<file path="config.mk">
export PLATFORM = sky130hd
export DESIGN_NAME = itmh_ram
export DESIGN_NICKNAME = d
export VERILOG_FILES = /design/src/rtl/indexed_timer_min_heap_core_assert.svh /design/src/rtl/itmh_ram.sv
export SDC_FILE = /design/constraint.sdc
export NUM_CORES = 1
export LEC_CHECK = 0
export BUFFER_PORTS_ARGS = -buffer_cell sky130_fd_sc_hd__buf_2
export CAP_MARGIN = 30
export CORE_MARGIN = 5
export CORE_UTILIZATION = 61
export DETAILED_ROUTE_END_ITERATION = 7
export PLACE_DENSITY = 0.87
export SKIP_CTS_REPAIR_TIMING = 1
export SYNTH_ARGS = -nofsm -noshare
export SYNTH_HDL_FRONTEND = slang
export SYNTH_SLANG_ARGS = --single-unit
</file>
<file path="constraint.sdc">
create_clock -name clk -period 5.3 [get_ports clk]
set_clock_uncertainty 0.2 [all_clocks]
set_input_delay 0.265 -clock clk [delete_from_list [all_inputs] [get_ports clk]]
set_output_delay 0.265 -clock clk [all_outputs]
set_load 0.005 [all_outputs]
</file>
<file path="src/rtl/indexed_timer_min_heap_core_assert.svh">
// assertion macros for the indexed timer heap
`ifndef INDEXED_TIMER_MIN_HEAP_CORE_ASSERT_SVH
`define INDEXED_TIMER_MIN_HEAP_CORE_ASSERT_SVH

// same-cycle implication, clocked on clk, off while rst_n is low
`define ITMH_ASSERT_IMP(lbl, ante, cons, msg) \
    lbl: assert property (@(posedge clk) disable iff (!rst_n) (ante) |-> (cons)) \
        else $error(msg);

// next-cycle implication, clocked on clk, off while rst_n is low
`define ITMH_ASSERT_NXT(lbl, ante, cons, msg) \
    lbl: assert property (@(posedge clk) disable iff (!rst_n) (ante) |=> (cons)) \
        else $error(msg);

`endif

</file>
<file path="src/rtl/itmh_ram.sv">
// single-port-write ram with one registered read port
module itmh_ram #(
    parameter int W     = 8,
    parameter int DEPTH = 64
) (
    input  logic                     clk,
    input  logic                     we,
    input  logic [$clog2(DEPTH)-1:0] waddr,
    input  logic [W-1:0]             wdata,
    input  logic                     re,
    input  logic [$clog2(DEPTH)-1:0] raddr,
    output logic [W-1:0]             rdata
);

    logic [W-1:0] mem [DEPTH];
    logic [W-1:0] rdata_reg;

    always_ff @(posedge clk)
    begin
        if (we)
        begin
            mem[waddr] <= wdata;
        end
        if (re)
        begin
            rdata_reg <= mem[raddr];
        end
    end

    assign rdata = rdata_reg;

endmodule

</file>
Word-level counts from Yosys, hierarchy flattened
Memory sizes are Yosys's and may differ from the RTL's. A register that Yosys moved wholly into a read port is not among the register bits.
Cells that the tools add are included.
{"block": "totals", "reg_bits": 0, "ramBits": 512, "in_bits": 23, "output_inout_bits": 8, "n_memories": 1}
{"memory": "mem", "depth": 64, "word_bits": 8, "read_ports": 1, "rd_clocked_by_memory_dff": 1, "wr": 1, "line": "itmh_ram.sv:15", "text": "logic [W-1:0] mem [DEPTH];"}
{"block": "classes", "mux": 2}
{"op": "$mux W1", "n": 2}

Depth between registers and ports, before layout
{"block": "depth", "word_depth": 2, "mapped_depth": 9}

Least setup slack after synthesis
OpenSTA, ideal clock, no wires.
{"block": "synth_timing", "path_kind": "in2reg", "startpoint": "input port raddr[1]", "endpoint": "register rdata_reg[3], in the netlist rdata[3], read port of mem, data pin", "arrival_ps": 1805, "t_required_ps": 4834, "setup_slack_ps": 3029, "cell_stages": 7, "path_buffers": 3, "cell_sequence": "buf_4 -> buf_2 -> buf_2 -> mux4_2 -> mux4_2 -> o21ai_1 -> o41ai_1"}
{"item": "start: declaration", "line": "itmh_ram.sv:11", "text": "input logic [$clog2(DEPTH)-1:0] raddr,"}
{"item": "end: declaration", "line": "itmh_ram.sv:16", "text": "logic [W-1:0] rdata_reg;"}

==> summary.md <==
| Metric | Value |
|---|---|
| WL final | `46500 µm` |
| Drt initial violations | `1424` |
| Main area contributors after synthesis | `edfxtp_1, mux4_2, nor2_1` |
| Unrepaired setup endpoints after global routing | `no` |
| Reg-to-reg critical path startpoint | `mem[24][4]$_DFFE_PP_` |
| Post-DP HPWL | `25900 µm` |
| Post-synth top cells | `edfxtp_1, mux4_2, nor2_1` |
| Startpoint Class | `primary input` |
| TritonCTS Sinks | `520` |
| Final TNS setup | `0 ns` |
| Worst Setup SP | `raddr[0]` |
| Die Wd | `192 µm` |
| Netlist cell types | `39` |
| FFs w/ async S/R, synth | `0%` |
| Port Buffer Count | `30` |
| Worst Min Path Start | `wdata[6]` |
| P_leak | `0.00694 µW` |
| Endpoints failing setup | `0` |
| Syn-to-layout area delta | `10.5%` |
| Comb power frac | `5.3%` |
| Initial Util | `62.1%` |
| Total core area | `0.0326 mm²` |
| Vias in the first global route | `10500` |
| Routability Congestion | `0.829` |
| Floorplan row count | `66` |
| Number of flops mapped to enable cells by yosys | `520` |
| Synth Flop Type | `edfxtp_1` |
| Class of the worst hold path | `in -> reg` |
| CTS Buf Count | `46` |
| CP Max Fanout | `74` |
| Max VDD drop | `0.239 mV` |
| Total gr overflow | `0` |
| Seq pwr share | `56.2%` |
| Via Count | `10200` |
| F_max | `362 MHz` |
| Clock root buffer | `clkbuf_16` |
| Cells after Synth | `940` |
| Fill count | `1797` |
| CP Class | `in -> reg` |
| Clock slew at reported path FFs | `0.07 ns` |
| Pwr/cell area | `363 mW/mm²` |
| Top cell type's share of synthesized area | `77.1%` |
| DR vias/cell | `6.93` |
| Initial antenna violation count | `3` |
| Tot GR Track Use | `25.8%` |
| Max clock buf depth | `3` |
| Most common cell in the synthesized netlist | `edfxtp_1` |
| Mean Syn Cell Area | `21.5 µm²` |
| R2R depth | `5` |
| CTS tree | `yes` |
| Clock Power Share | `38.5%` |
| Mapped cell area | `0.0202 mm²` |
| Net Count, Synth | `963` |
| DRC Markers | `0` |
| Clock latency on the worst-skew pair | `0.56 ns` |
| Max cap viols | `0` |
| Layout net count | `1017` |
| Share of cells above drive strength 1 | `24.6%` |
| Worst-Margin Slew | `0.957 ns` |
| 1st-pass router iterations | `5` |
| Antenna Nets Post-Route | `0` |
| Run status | `finished, final reports clean` |
| Sequential-to-total area share from yosys stat | `77.1%` |
| Crit end category | `register` |
| Synth Register Bits | `520` |
| Hold Violations, Final | `0` |
| Slew headroom | `35.9%` |
| Largest net degree at the start of global routing | `75` |
| Crit Reg-Reg Endpoint | `rdata[4]$_DFFE_PP_` |
| Int Power | `6460 µW` |
| Drt wl/cell | `31.6 µm` |
| Wire length of the first global-routing pass | `69000 µm` |
| Slew Viols, Final | `0` |
| Io pins | `31` |
| Setup crit end | `rdata[4]$_DFFE_PP_` |
| Full die area | `0.0369 mm²` |
| Leading area contributor after synthesis | `edfxtp_1` |
| Final Critical Period | `2.76 ns` |
| Worst path required time | `5.37 ns` |
| FF-to-FF setup slack | `2.77 ns` |
| CTS H-Tree Depth | `2` |
| Largest register FFs | `512` |
| Sw Pwr | `1680 µW` |
| Die H | `192 µm` |
| Util after Layout | `68.6%` |
| Sw Share | `20.6%` |
| Critical path data arrival time | `2.83 ns` |
| Yosys warns | `0` |
| Fin crit share | `52.1%` |
final cells by class:
type / count / area, µm² / area share (%)
diodes: 2 / 5.00 / 0.0224
clock buffers: 60 / 1270 / 5.66
clock inverters: 22 / 130 / 0.581
multi-input cells: 369 / 4320 / 19.3
flip-flops and latches: 520 / 15600 / 69.8
well taps: 442 / 553 / 2.47
repair buffers: 57 / 497 / 2.22
critical path: stages:
cell and delay, ns:
clkbuf_8 0.61, buf_4 0.43, mux4_2 0.54, o221a_2 0.26, nor3_1 0.47, o32ai_1 0.18
how the worst min path moves through the flow:
| stage | to | slack (ns) | depth (start not counted) |
|---|---|---|---|
| after global placement | rdata[0]$_DFFE_PP_ | 0.46 | 1 |
| after detailed placement | rdata[0]$_DFFE_PP_ | 0.46 | 1 |
| after CTS | rdata[5]$_DFFE_PP_ | -0.11 | 1 |
| after global routing | mem[53][6]$_DFFE_PP_ | 0.04 | 1 |
| after floorplan | mem[0][0]$_DFFE_PP_ | 0.16 | 0 |
| final | mem[53][6]$_DFFE_PP_ | 0.03 | 1 |
metrics by stage:
stage                     cell area, µm²  instances  hold slack, ns  setup slack (ns)  power [µW]
after global routing               22400       1472          0.0389              2.30        8370
after CTS                          22200       1458          -0.107              2.49        8130
final                              22400       1472          0.0333              2.54        8130
after detailed placement           20800       1376           0.458              1.93        5060
after floorplan                    20200        940           0.164              3.03        4900
after global placement             20700       1372           0.459              2.02        5040
placed cells by master (no fill, tap or decap), drive strengths merged, types with 8 or more instances in the layout:
| cell type | n |
|---|---|
| buf | 49 |
| clkbuf | 61 |
| clkinv | 19 |
| edfxtp | 520 |
| mux2 | 13 |
| mux2i | 23 |
| mux4 | 126 |
| nand2 | 19 |
| nand3 | 13 |
| nor2 | 83 |
| nor2b | 14 |
| o221ai | 8 |
| o22ai | 8 |
power groups by stage:
stage	sequential, µW	combinational, µW	clock [µW]
after floorplan	4650	243	0
after global placement	4660	380	0
after detailed placement	4660	404	0
after CTS	4570	416	3140
after global routing	4570	453	3350
final	4570	432	3130
kinds of logic (layout without fill, tap and decap cells):
kind of cell    after synthesis  after routing  synth area share [%]
compound gates               54             54                  2.06
buf+inv                      51            139                  1.56
flops                       520            520                  77.1
mux                         162            162                  15.9
other cells                   0              2                     0
simple gates                153            153                  3.37
layer usage:
layer	vias to the layer above	part of all wire (%)	track usage (%)
li1	4034	-	-
met1	5152	35	35.8
met2	864	49	41.7
met3	150	11	5.09
met4	0	4.3	9.74
met5	-	0	0
(Power assumes the default switching activity.)
